===== config.mk =====
export PLATFORM = sky130hd
export DESIGN_NAME = tccs_fifo
export DESIGN_NICKNAME = d
export VERILOG_FILES = /design/src/tccs_pkg.sv /design/src/tccs_fifo.sv
export SDC_FILE = /design/constraint.sdc
export NUM_CORES = 1
export LEC_CHECK = 0
export ABC_CLOCK_PERIOD_IN_PS = 3200
export BUFFER_PORTS_ARGS = -buffer_cell sky130_fd_sc_hd__buf_2
export CORE_MARGIN = 2
export CORE_UTILIZATION = 30
export DETAILED_ROUTE_END_ITERATION = 12
export GPL_TIMING_DRIVEN = 0
export PLACE_DENSITY_LB_ADDON = 0.05
export REMOVE_ABC_BUFFERS = 1
export SYNTH_ARGS = -nofsm -noshare
export SYNTH_HDL_FRONTEND = slang
export SYNTH_SLANG_ARGS = --single-unit

===== constraint.sdc =====
create_clock -name clk_i -period 3.2 [get_ports clk_i]
set_input_delay 0.48 -clock clk_i [delete_from_list [all_inputs] [get_ports clk_i]]
set_output_delay 0.48 -clock clk_i [all_outputs]
set_load 0.01 [all_outputs]

===== src/tccs_pkg.sv =====
// ----------------------------------------------------------------------------
// tccs_pkg
// Types, constants and helper functions shared by the text console engine.
// ----------------------------------------------------------------------------
package tccs_pkg;

  // Screen geometry
  localparam int COLUMNS  = 80;
  localparam int ROWS     = 25;
  localparam int TAB_STOP = 8;

  // Field widths
  localparam int CMD_W  = 2;
  localparam int CHAR_W = 8;
  localparam int COL_W  = 7;
  localparam int ROW_W  = 5;
  localparam int ATTR_W = 8;
  localparam int CELL_W = 16;

  localparam int CELLS      = COLUMNS * ROWS;
  localparam int COPY_CELLS = (ROWS - 1) * COLUMNS;
  localparam int ADDR_W     = $clog2(CELLS);
  localparam int CNT_W      = $clog2(CELLS + 1);

  // Stream word layouts
  localparam int IN_FIELDS_W  = CHAR_W + COL_W + ROW_W;
  localparam int IN_DATA_W    = ((IN_FIELDS_W + 7) / 8) * 8;
  localparam int IN_USER_W    = 8;
  localparam int OUT_FIELDS_W = COL_W + ROW_W + CELL_W + 1;
  localparam int OUT_DATA_W   = ((OUT_FIELDS_W + 7) / 8) * 8;

  // Configuration port
  localparam int APB_ADDR_W = 3;
  localparam int APB_DATA_W = 32;
  localparam logic REG_COLOR_ATTRIBUTE = 1'b0;  // word index, paddr[2]

  localparam logic [CELL_W-1:0] BLANK_CELL = 16'h0F20;
  localparam logic [ATTR_W-1:0] ATTR_RESET = 8'h0F;

  // Character codes
  localparam logic [CHAR_W-1:0] CH_BS       = 8'h08;
  localparam logic [CHAR_W-1:0] CH_TAB      = 8'h09;
  localparam logic [CHAR_W-1:0] CH_NL       = 8'h0A;
  localparam logic [CHAR_W-1:0] CH_CR       = 8'h0D;
  localparam logic [CHAR_W-1:0] CH_PRINT_LO = 8'h20;
  localparam logic [CHAR_W-1:0] CH_PRINT_HI = 8'h7F;

  // Command queue
  localparam int QUEUE_DEPTH = 2;
  localparam int QPTR_W      = $clog2(QUEUE_DEPTH);
  localparam int QCNT_W      = $clog2(QUEUE_DEPTH + 1);

  // Tab stops that a column below 2**COL_W can reach
  localparam int TAB_COUNT = (1 << COL_W) / TAB_STOP + 1;

  typedef enum logic [CMD_W-1:0] {
    CMD_PUT   = 2'd0,
    CMD_SET   = 2'd1,
    CMD_CLEAR = 2'd2,
    CMD_READ  = 2'd3
  } cmd_e;

  typedef enum logic [3:0] {
    OP_NOP     = 4'd0,
    OP_PRINT   = 4'd1,
    OP_NEWLINE = 4'd2,
    OP_TAB     = 4'd3,
    OP_CR      = 4'd4,
    OP_BS      = 4'd5,
    OP_SETCUR  = 4'd6,
    OP_CLEAR   = 4'd7,
    OP_READ    = 4'd8
  } op_e;

  typedef struct packed {
    op_e               op;
    logic [CHAR_W-1:0] char_code;
    logic [COL_W-1:0]  column;
    logic [ROW_W-1:0]  row;
  } entry_t;

  typedef struct packed {
    logic init_busy;
  } status_t;

  function automatic logic [ADDR_W-1:0] cell_addr(input logic [ROW_W-1:0] row,
                                                  input logic [COL_W-1:0] col);
    logic [ADDR_W-1:0] base;
    base = ADDR_W'(ADDR_W'(row) * ADDR_W'(COLUMNS));
    return ADDR_W'(base + ADDR_W'(col));
  endfunction

  // Smallest multiple of the tab stop above the column.
  function automatic logic [COL_W:0] next_tab(input logic [COL_W-1:0] col);
    logic [COL_W:0] res;
    logic [COL_W:0] stop;
    res = '0;
    for (int k = TAB_COUNT; k >= 1; k--) begin
      stop = (COL_W + 1)'(k * TAB_STOP);
      if (stop > {1'b0, col}) res = stop;
    end
    return res;
  endfunction

endpackage


===== src/tccs_fifo.sv =====
// ----------------------------------------------------------------------------
// tccs_fifo
// Short command queue between the front end and the back end.
// ----------------------------------------------------------------------------
module tccs_fifo (
  input  logic             clk_i,
  input  logic             rst_ni,
  input  logic             push_i,
  input  tccs_pkg::entry_t entry_i,
  output logic             full_o,
  input  logic             pop_i,
  output tccs_pkg::entry_t entry_o,
  output logic             empty_o
);

  tccs_pkg::entry_t             entries_q [tccs_pkg::QUEUE_DEPTH];
  logic [tccs_pkg::QPTR_W-1:0]  wptr_q, wptr_d;
  logic [tccs_pkg::QPTR_W-1:0]  rptr_q, rptr_d;
  logic [tccs_pkg::QCNT_W-1:0]  count_q, count_d;

  localparam logic [tccs_pkg::QPTR_W-1:0] LastPtr = tccs_pkg::QPTR_W'(tccs_pkg::QUEUE_DEPTH - 1);

  assign full_o  = (count_q == tccs_pkg::QCNT_W'(tccs_pkg::QUEUE_DEPTH));
  assign empty_o = (count_q == '0);
  assign entry_o = entries_q[rptr_q];

  always_comb begin
    wptr_d  = wptr_q;
    rptr_d  = rptr_q;
    count_d = count_q;
    if (push_i) begin
      wptr_d = (wptr_q == LastPtr) ? '0 : wptr_q + 1'b1;
    end
    if (pop_i) begin
      rptr_d = (rptr_q == LastPtr) ? '0 : rptr_q + 1'b1;
    end
    if (push_i && !pop_i) begin
      count_d = count_q + 1'b1;
    end else if (pop_i && !push_i) begin
      count_d = count_q - 1'b1;
    end
  end

  always_ff @(posedge clk_i or negedge rst_ni) begin
    if (!rst_ni) begin
      wptr_q  <= '0;
      rptr_q  <= '0;
      count_q <= '0;
    end else begin
      wptr_q  <= wptr_d;
      rptr_q  <= rptr_d;
      count_q <= count_d;
    end
  end

  always_ff @(posedge clk_i) begin
    if (push_i) begin
      entries_q[wptr_q] <= entry_i;
    end
  end

endmodule


==> metrics.md <==
| Metric | Value |
|---|---|
| Skew-Pair Late Insertion Delay | 0.29 ns |
| Slew at the pin closest to its max-slew limit | 1.22 ns |
| Setup TNS | 0 ns |
| Final Hold Fails | 0 |
| Num rows | 29 |
| Reg2reg path depth | 1 |
| Post-Route WL | 3280 microns |
| Max Fclk | 0.449 GHz |
| Number of global-route vias before repair | 1011 |
| Max Slew Vio Count | 0 |
| Setup bufs post-CTS | 0 |
| Die Wd | 86.1 microns |
| Placed Cells | 219 |
| CTS max path bufs | 2 |
| Pwr/cell area | 835 nW/um^2 |
| Power Total | 2.07 mW |
| CP Class | flop to output pin |
| Syn_area_per_cell | 22.2 sq um |
| Final Setup Violations | 0 |
| Final WS setup | 0.974 ns |
| Reg-to-reg slack, setup | 1.45 ns |
| Dpl ws | 1.16 ns |
| Rel. slew slack | 0.188 |
| Root Driver | clkbuf_8 |
| Die area | 7410 sq um |
| Worst VDD drop | 0.416 mV |
| Clock Pin Slew Worst Setup and Hold Paths | 0.09 ns |
| FF-to-FF Start | wptr_q |
| Unrepaired setup endpoints after global routing | no |
| Crit path launch | rptr_q |
| Drt via density | 4.27 |
| Largest net degree at the start of global routing | 26 |
| Critical path arrival | 1.75 ns |
| Nets | 179 |
| Worst setup EP type | output pin |
| Non-Filler Instances | 228 |
| I/O pin count | 54 |
| CP max FO | 25 |
| Sequential fraction of the synthesis area | 0.763 |
| Port bufs | 53 |
| Netlist Area Pre-Place | 2020 sq um |
| Remaining global-route overflow | 0 |
| Global-route wire length before repair | 5110 microns |
| Syn-to-layout area delta | 22.7% |
| Crit path required time | 2.72 ns |
| Pleak | 0.997 nW |
| CTS tree | done |
| Worst Setup EP | entry_o[10] |
| Synth unique cells | 13 |
| Startpoint types | flop |
| Synthesis Warnings | 0 |
| Num Clock Sinks | 52 |
| Cell count after synthesis | 91 |
| Dpl hpwl | 2180 microns |
| Core ar. | 6420 sq um |
| Drt wl/cell | 14.4 microns |
| Gr usage total | 0.0952 |
| Max cap viols | 0 |
| Initial antenna violation count | 0 |
| Yosys reg bits | 52 |
| Final setup skew | 0.00478 ns |
| Antenna diodes | 0 |
| Layout cells sized above 1 | 0.570 |
| Reg2reg end | entries_q[1][0] |
| Worst Hold Class | input port to flop |
| Initial core utilization | 0.315 |
| Placer Congestion | 0.649 |
| Num CTS Buffers | 5 |
| H-tree depth | 2 |
| Die Y-Extent | 86.1 microns |
| Drt first pass iters | 4 |
| Residual DRC count | 0 |
| Final antenna-violating net count | 0 |
| Outcome | complete, no violations |
| Final period utilization | 0.696 |
| Tmin final | 2.23 ns |
| Initial drt markers | 52 |
| Via count | 974 |
-- synth_stat cells --
cell type,count,area (sq um)
edfxtp_1,48,1440
mux2_4,19,285
mux2_2,5,56.3
dfrtp_1,4,100
xor2_1,4,35.0
buf_12,2,40.0
nor2_1,2,7.51
nor2b_1,2,12.5
and2_1,1,6.26
buf_6,1,11.3
ha_1,1,12.5
inv_1,1,3.75
xnor2_1,1,8.76
-- routing by layer --
layer  vias up  track usage  share of wire
li1        461            -              -
met2        33        0.161           0.53
met4         0       0.0433          0.017
met1       475        0.108           0.39
met5         -            0              0
met3         5       0.0327          0.066
-- registers in the layout, indices dropped and copies added, names as in the netlist --
| signal | count |
|---|---|
| rptr_q | 1 |
| entries_q | 48 |
| wptr_q | 1 |
| count_q | 2 |
-- metrics by stage --
stage | utilization | instance area (sq um) | hold slack [ns]
finish | 0.386 | 2480 | 0.366
global route | 0.386 | 2480 | 0.345
CTS | 0.386 | 2480 | 0.348
detailed placement | 0.368 | 2360 | 0.291
global placement | 0.363 | 2330 | 0.286
floorplan | - | 1970 | 0.184
-- worst max-delay path: stages (launching register included) --
cell and delay, ns:
dfrtp_2 0.89, mux2_2 0.41, buf_2 0.14
-- worst min-delay path by stage --
stage | slack, ns | start | to | cells after the start
floorplan | 0.18 | rst_ni | count_q[0] | 0
global placement | 0.29 | rst_ni | count_q[1] | 1
detailed placement | 0.29 | rst_ni | count_q[1] | 1
CTS | 0.35 | entry_i[14] | entries_q[0][14] | 1
global route | 0.35 | entry_i[6] | entries_q[0][6] | 1
finish | 0.37 | entry_i[14] | entries_q[1][14] | 1
-- cells by family after synthesis --
| family | after synthesis | synth area share |
|---|---|---|
| DFF | 52 | 0.763 |
| xor gates and xnor gates | 5 | 0.0217 |
| muxes | 24 | 0.169 |
| buffers and inverters | 4 | 0.0272 |
| and+or+nand+nor | 5 | 0.0130 |
| adders and majority gates | 1 | 0.00619 |
-- layout by cell type, fill, tap and decap left out, types with 2 or more instances in the layout --
| cell type | instances |
|---|---|
| buf_2 | 53 |
| edfxtp_1 | 48 |
| mux2_4 | 19 |
| mux2_2 | 5 |
| clkbuf_8 | 5 |
| xor2_1 | 4 |
| dfrtp_1 | 3 |
| nor2_1 | 2 |
| clkinv_1 | 2 |
-- what timing repair did --
action / CTS / global route
endpoints found under the hold margin: 4 / 0
hold buffers: 1 / 0
resized for setup: 0 / 0
-- where the power goes --
part / switching (mW) / internal, mW
clock network: 0.200 / 0.228
logic: 0.248 / 0.352
registers: 0.132 / 0.909
-- cell type report --
| type | instances | area, sq um |
|---|---|---|
| fillers | 612 | 3940 |
| flip-flops and latches | 52 | 1540 |
| multi-input cells | 35 | 427 |
| repair buffers | 55 | 303 |
| well taps | 77 | 96.3 |
| clock buffers | 5 | 68.8 |
| clock inverters | 3 | 37.5 |
| inverters | 1 | 3.75 |
No activity file was read; power rests on OpenSTA's default activity.
