`src/tccs_pkg.sv`:
```
// ----------------------------------------------------------------------------
// tccs_pkg
// Types, constants and helper functions shared by the text console engine.
// ----------------------------------------------------------------------------
package tccs_pkg;

  // Screen geometry
  localparam int COLUMNS  = 80;
  localparam int ROWS     = 25;
  localparam int TAB_STOP = 8;

  // Field widths
  localparam int CMD_W  = 2;
  localparam int CHAR_W = 8;
  localparam int COL_W  = 7;
  localparam int ROW_W  = 5;
  localparam int ATTR_W = 8;
  localparam int CELL_W = 16;

  localparam int CELLS      = COLUMNS * ROWS;
  localparam int COPY_CELLS = (ROWS - 1) * COLUMNS;
  localparam int ADDR_W     = $clog2(CELLS);
  localparam int CNT_W      = $clog2(CELLS + 1);

  // Stream word layouts
  localparam int IN_FIELDS_W  = CHAR_W + COL_W + ROW_W;
  localparam int IN_DATA_W    = ((IN_FIELDS_W + 7) / 8) * 8;
  localparam int IN_USER_W    = 8;
  localparam int OUT_FIELDS_W = COL_W + ROW_W + CELL_W + 1;
  localparam int OUT_DATA_W   = ((OUT_FIELDS_W + 7) / 8) * 8;

  // Configuration port
  localparam int APB_ADDR_W = 3;
  localparam int APB_DATA_W = 32;
  localparam logic REG_COLOR_ATTRIBUTE = 1'b0;  // word index, paddr[2]

  localparam logic [CELL_W-1:0] BLANK_CELL = 16'h0F20;
  localparam logic [ATTR_W-1:0] ATTR_RESET = 8'h0F;

  // Character codes
  localparam logic [CHAR_W-1:0] CH_BS       = 8'h08;
  localparam logic [CHAR_W-1:0] CH_TAB      = 8'h09;
  localparam logic [CHAR_W-1:0] CH_NL       = 8'h0A;
  localparam logic [CHAR_W-1:0] CH_CR       = 8'h0D;
  localparam logic [CHAR_W-1:0] CH_PRINT_LO = 8'h20;
  localparam logic [CHAR_W-1:0] CH_PRINT_HI = 8'h7F;

  // Command queue
  localparam int QUEUE_DEPTH = 2;
  localparam int QPTR_W      = $clog2(QUEUE_DEPTH);
  localparam int QCNT_W      = $clog2(QUEUE_DEPTH + 1);

  // Tab stops that a column below 2**COL_W can reach
  localparam int TAB_COUNT = (1 << COL_W) / TAB_STOP + 1;

  typedef enum logic [CMD_W-1:0] {
    CMD_PUT   = 2'd0,
    CMD_SET   = 2'd1,
    CMD_CLEAR = 2'd2,
    CMD_READ  = 2'd3
  } cmd_e;

  typedef enum logic [3:0] {
    OP_NOP     = 4'd0,
    OP_PRINT   = 4'd1,
    OP_NEWLINE = 4'd2,
    OP_TAB     = 4'd3,
    OP_CR      = 4'd4,
    OP_BS      = 4'd5,
    OP_SETCUR  = 4'd6,
    OP_CLEAR   = 4'd7,
    OP_READ    = 4'd8
  } op_e;

  typedef struct packed {
    op_e               op;
    logic [CHAR_W-1:0] char_code;
    logic [COL_W-1:0]  column;
    logic [ROW_W-1:0]  row;
  } entry_t;

  typedef struct packed {
    logic init_busy;
  } status_t;

  function automatic logic [ADDR_W-1:0] cell_addr(input logic [ROW_W-1:0] row,
                                                  input logic [COL_W-1:0] col);
    logic [ADDR_W-1:0] base;
    base = ADDR_W'(ADDR_W'(row) * ADDR_W'(COLUMNS));
    return ADDR_W'(base + ADDR_W'(col));
  endfunction

  // Smallest multiple of the tab stop above the column.
  function automatic logic [COL_W:0] next_tab(input logic [COL_W-1:0] col);
    logic [COL_W:0] res;
    logic [COL_W:0] stop;
    res = '0;
    for (int k = TAB_COUNT; k >= 1; k--) begin
      stop = (COL_W + 1)'(k * TAB_STOP);
      if (stop > {1'b0, col}) res = stop;
    end
    return res;
  endfunction

endpackage

```
`src/tccs_front.sv`:
```
// ----------------------------------------------------------------------------
// tccs_front
// Accepts command words and sorts them into the operations the back end runs.
// ----------------------------------------------------------------------------
module tccs_front (
  input  logic                           s_axis_tvalid,
  output logic                           s_axis_tready,
  input  logic [tccs_pkg::IN_DATA_W-1:0] s_axis_tdata,
  input  logic [tccs_pkg::IN_USER_W-1:0] s_axis_tuser,
  input  tccs_pkg::status_t              status_i,
  input  logic                           full_i,
  output logic                           push_o,
  output tccs_pkg::entry_t               entry_o
);

  tccs_pkg::cmd_e                  cmd;
  logic [tccs_pkg::CHAR_W-1:0]     char_code;
  logic [tccs_pkg::COL_W-1:0]      column;
  logic [tccs_pkg::ROW_W-1:0]      row;
  logic                            in_screen;
  tccs_pkg::op_e                   op;

  assign cmd       = tccs_pkg::cmd_e'(s_axis_tuser[tccs_pkg::CMD_W-1:0]);
  assign char_code = s_axis_tdata[tccs_pkg::CHAR_W-1:0];
  assign column    = s_axis_tdata[tccs_pkg::CHAR_W +: tccs_pkg::COL_W];
  assign row       = s_axis_tdata[tccs_pkg::CHAR_W + tccs_pkg::COL_W +: tccs_pkg::ROW_W];

  assign in_screen = ({1'b0, column} < (tccs_pkg::COL_W + 1)'(tccs_pkg::COLUMNS)) &&
                     ({1'b0, row} < (tccs_pkg::ROW_W + 1)'(tccs_pkg::ROWS));

  always_comb begin
    op = tccs_pkg::OP_NOP;
    case (cmd)
      tccs_pkg::CMD_PUT: begin
        case (char_code)
          tccs_pkg::CH_NL:  op = tccs_pkg::OP_NEWLINE;
          tccs_pkg::CH_TAB: op = tccs_pkg::OP_TAB;
          tccs_pkg::CH_CR:  op = tccs_pkg::OP_CR;
          tccs_pkg::CH_BS:  op = tccs_pkg::OP_BS;
          default: begin
            // Bytes above 0x7F behave as negative chars and are dropped.
            if (char_code inside {[tccs_pkg::CH_PRINT_LO:tccs_pkg::CH_PRINT_HI]}) begin
              op = tccs_pkg::OP_PRINT;
            end
          end
        endcase
      end
      tccs_pkg::CMD_SET:   op = in_screen ? tccs_pkg::OP_SETCUR : tccs_pkg::OP_NOP;
      tccs_pkg::CMD_CLEAR: op = tccs_pkg::OP_CLEAR;
      tccs_pkg::CMD_READ:  op = in_screen ? tccs_pkg::OP_READ : tccs_pkg::OP_NOP;
      default:             op = tccs_pkg::OP_NOP;
    endcase
  end

  assign s_axis_tready     = !full_i && !status_i.init_busy;
  assign push_o            = s_axis_tvalid && s_axis_tready;
  assign entry_o.op        = op;
  assign entry_o.char_code = char_code;
  assign entry_o.column    = column;
  assign entry_o.row       = row;

endmodule

```
`config.mk`:
```
export PLATFORM = sky130hd
export DESIGN_NAME = tccs_front
export DESIGN_NICKNAME = d
export VERILOG_FILES = /design/src/tccs_pkg.sv /design/src/tccs_front.sv
export SDC_FILE = /design/constraint.sdc
export NUM_CORES = 1
export LEC_CHECK = 0
export CORE_AREA = 2 2 39 41
export DETAILED_ROUTE_END_ITERATION = 6
export DIE_AREA = 0 0 41 43
export DONT_BUFFER_PORTS = 1
export PLACE_DENSITY_LB_ADDON = 0.08
export SKIP_LAST_GASP = 1
export SYNTH_ARGS = -nofsm -noshare
export SYNTH_HDL_FRONTEND = slang
export SYNTH_SLANG_ARGS = --single-unit
```
`constraint.sdc`:
```
create_clock -name vclk -period 1.2
set_input_delay 0.24 -clock vclk [all_inputs]
set_output_delay 0.24 -clock vclk [all_outputs]
set_load 0.03 [all_outputs]
```
==> impl_metrics.csv <==
group,metric,value,unit
place,dpl.cell_count,42,
critical_path,worst-setup-path-type,"input pin to primary output",
floorplanning,design.core.area,0.00138,mm2
outcome,violations,"setup timing",
power,seqPwrFrac,0,%
drt,num_vias,193,
drt,routedWlPerCell,15.2,um
min_path,hold_class,"input pin to primary output",
min_path,hp-start,"s_axis_tdata[12]",
synthesis,netlist_instances,41,
power,p_sw_share,55.5,%
timing,period_minus_slack,1.23,ns
timing,drv_slew,0,
floorplanning,start_util,21.0,%
synthesis,synth_nets,76,
global_routing,grt_first_pass_wirelength,952,um
min_path,worstHoldPathCells,0,
synthesis,synth_cell_types,18,
min_path,min_to,"entry_o[9]",
global_routing,grt_max_degree,5,
timing,whs,0.480,ns
finish,nNetsFinal,63,
power,p_switching,52.1,uW
critical_path,worst_ep_required_time,0.96,ns
finish,clock_buffers,0,
critical_path,endpoint_kind,"primary output",
place,portBuffers,0,
timing,setup_tns,-0.0767,ns
drt,drc,0,
timing,period_share,103,%
drt,ant_nets,0,
finish,ff_latch_area,0,um2
power,clock_power_share,0,%
critical_path,cp_max_fo,3,
finish,final_cell_area,259,um2
synthesis,avgSynthCellArea,7.08,um2
finish,antenna_cells,0,
floorplanning,rows,14,
power,ir_drop,0.0000861,V
floorplanning,die_w,41,um
critical_path,startpoint_type,"input pin",
place,hpwl,596,um
global_routing,first_global_vias,188,
drt,drtIter0Drc,1,
finish,layout-drive-gt1-share,50.0,%
global_routing,grt_use_total,7.29,%
finish,numSequentialCells,0,
place,place_congestion,0.564,
power,p_comb_share,100.0,%
outcome,outcome,"finished with violations",
timing,tightest_slew,0.303,ns
drt,firstDrtPassIters,2,
place,placed_area,245,um2
run,cap_violations,0,
floorplanning,die_height,43,um
global_routing,overflow,0,
power,pwr_density_cell,362,mW/mm2
synthesis,seq_area_frac_synth,0,%
critical_path,slowest_delay,0.30,ns
finish,final_cells,42,
finish,area_delta_synth_final,-10.8,%
timing,hold_viol,0,
power,p_leak,0.0000796,uW
timing,fin_ws,-0.0309,ns
critical_path,worst-endpoint-arrival,0.99,ns
critical_path,cpMaxStageDelayCell,"nor4_4",
power,p_int,41.7,uW
timing,slew-limit-headroom,79.9,%
floorplanning,io_pins,61,
synthesis,yosysWarnings,0,
drt,drt_wl_total,637,um
timing,setup_violations,3,
drt,viasPerCell,4.60,
synthesis,synth_area,290,um2
critical_path,worstPathCellList,"nor4_4 -> nand3b_1 -> a31oi_4",
timing,grt_setup_unrepaired,"true",
floorplanning,fp.dieArea,0.00176,mm2
timing,fmax,0.812,GHz
global_routing,grt_antenna_before_repair,0,
worst max path at each step:
stage	startpoint	endpoint	slack, ns	cells past startpoint
CTS	s_axis_tdata[7]	entry_o[20]	-0.06	3
global route	s_axis_tdata[7]	entry_o[20]	-0.12	3
detailed placement	s_axis_tdata[4]	entry_o[21]	-0.06	4
global placement	s_axis_tdata[4]	entry_o[21]	-0.07	4
floorplan	s_axis_tdata[4]	entry_o[21]	-0.05	3
finish	s_axis_tdata[7]	entry_o[20]	-0.03	3
power groups by stage:
| stage | clock (uW) | sequential, uW | combinational (uW) |
|---|---|---|---|
| 6_report | 0 | 0 | 93.8 |
| 4_1_cts | 0 | 0 | 94.8 |
| 3_3_place_gp | 0 | 0 | 86.9 |
| 2_1_floorplan | 0 | 0 | 191 |
| 5_1_grt | 0 | 0 | 101 |
| 3_5_place_dp | 0 | 0 | 87.7 |
layout make-up:
| type | instances | area, um2 |
|---|---|---|
| well taps | 16 | 20.0 |
| repair buffers | 5 | 45.0 |
| multi-input cells | 19 | 186 |
| inverters | 2 | 7.51 |
| fillers | 151 | 1120 |
worst max-delay path, delay by kind of cell:
| family | cells | cell delay [ns] |
|---|---|---|
| AOI/OAI and AO/OA | 1 | 0.29 |
| and+or+nand+nor | 2 | 0.46 |
stage by stage:
stage	utilization, %	power [uW]	setup WS (ns)
floorplan	-	191	-0.0525
finish	18.7	93.8	-0.0309
detailed placement	17.7	87.7	-0.0603
global placement	17.7	86.9	-0.0671
CTS	18.7	94.8	-0.0573
global route	18.7	101	-0.124
layer usage:
layer | GRT usage, % | vias up | wire length, um
li1 | - | 92 | -
met3 | 5.24 | 0 | 164
met2 | 11.6 | 24 | 323
met1 | 7.91 | 77 | 148
met4 | 0.667 | 0 | 0
met5 | 0 | - | 0
cells by family (layout without fill, tap and decap cells):
| family | count (synthesis) | after routing | share of synthesized area [%] |
|---|---|---|---|
| AOI/OAI and AO/OA | 7 | 7 | 15.1 |
| buffers and inverters | 22 | 7 | 54.3 |
| and+or+nand+nor | 10 | 10 | 24.6 |
| xor gates and xnor gates | 2 | 2 | 6.04 |
layout by cell type, fill, tap and decap left out:
master and instances:
o21bai_1 1, buf_6 2, inv_1 2, nor2b_1 1, nor4_4 1, nand3_1 1
buf_4 3, a31oi_4 1, nand2_1 1, and2_1 1, nand4b_1 1, nor3_2 1
xnor2_1 1, o21ai_1 1, nor2_2 1, o311ai_4 1, a31oi_2 1, nand3b_1 1
xor2_1 1, nor2_1 1, a21oi_2 2
timing repair:
item | 4_1_cts | 5_1_grt
resized for setup | 3 | 1
pin swaps | 5 | 2
hold buffers | 0 | 0
setup buffers | 0 | 0
setup endpoints to repair | 3 | 4
synthesized netlist by cell type (2+ instances only):
| cell type | instances | area [um2] |
|---|---|---|
| a21oi_1 | 2 | 10.0 |
| buf_4 | 20 | 150 |
| inv_1 | 2 | 7.51 |
| nor2_1 | 2 | 7.51 |
| a31oi_1 | 2 | 12.5 |
(Power assumes the default switching activity.)
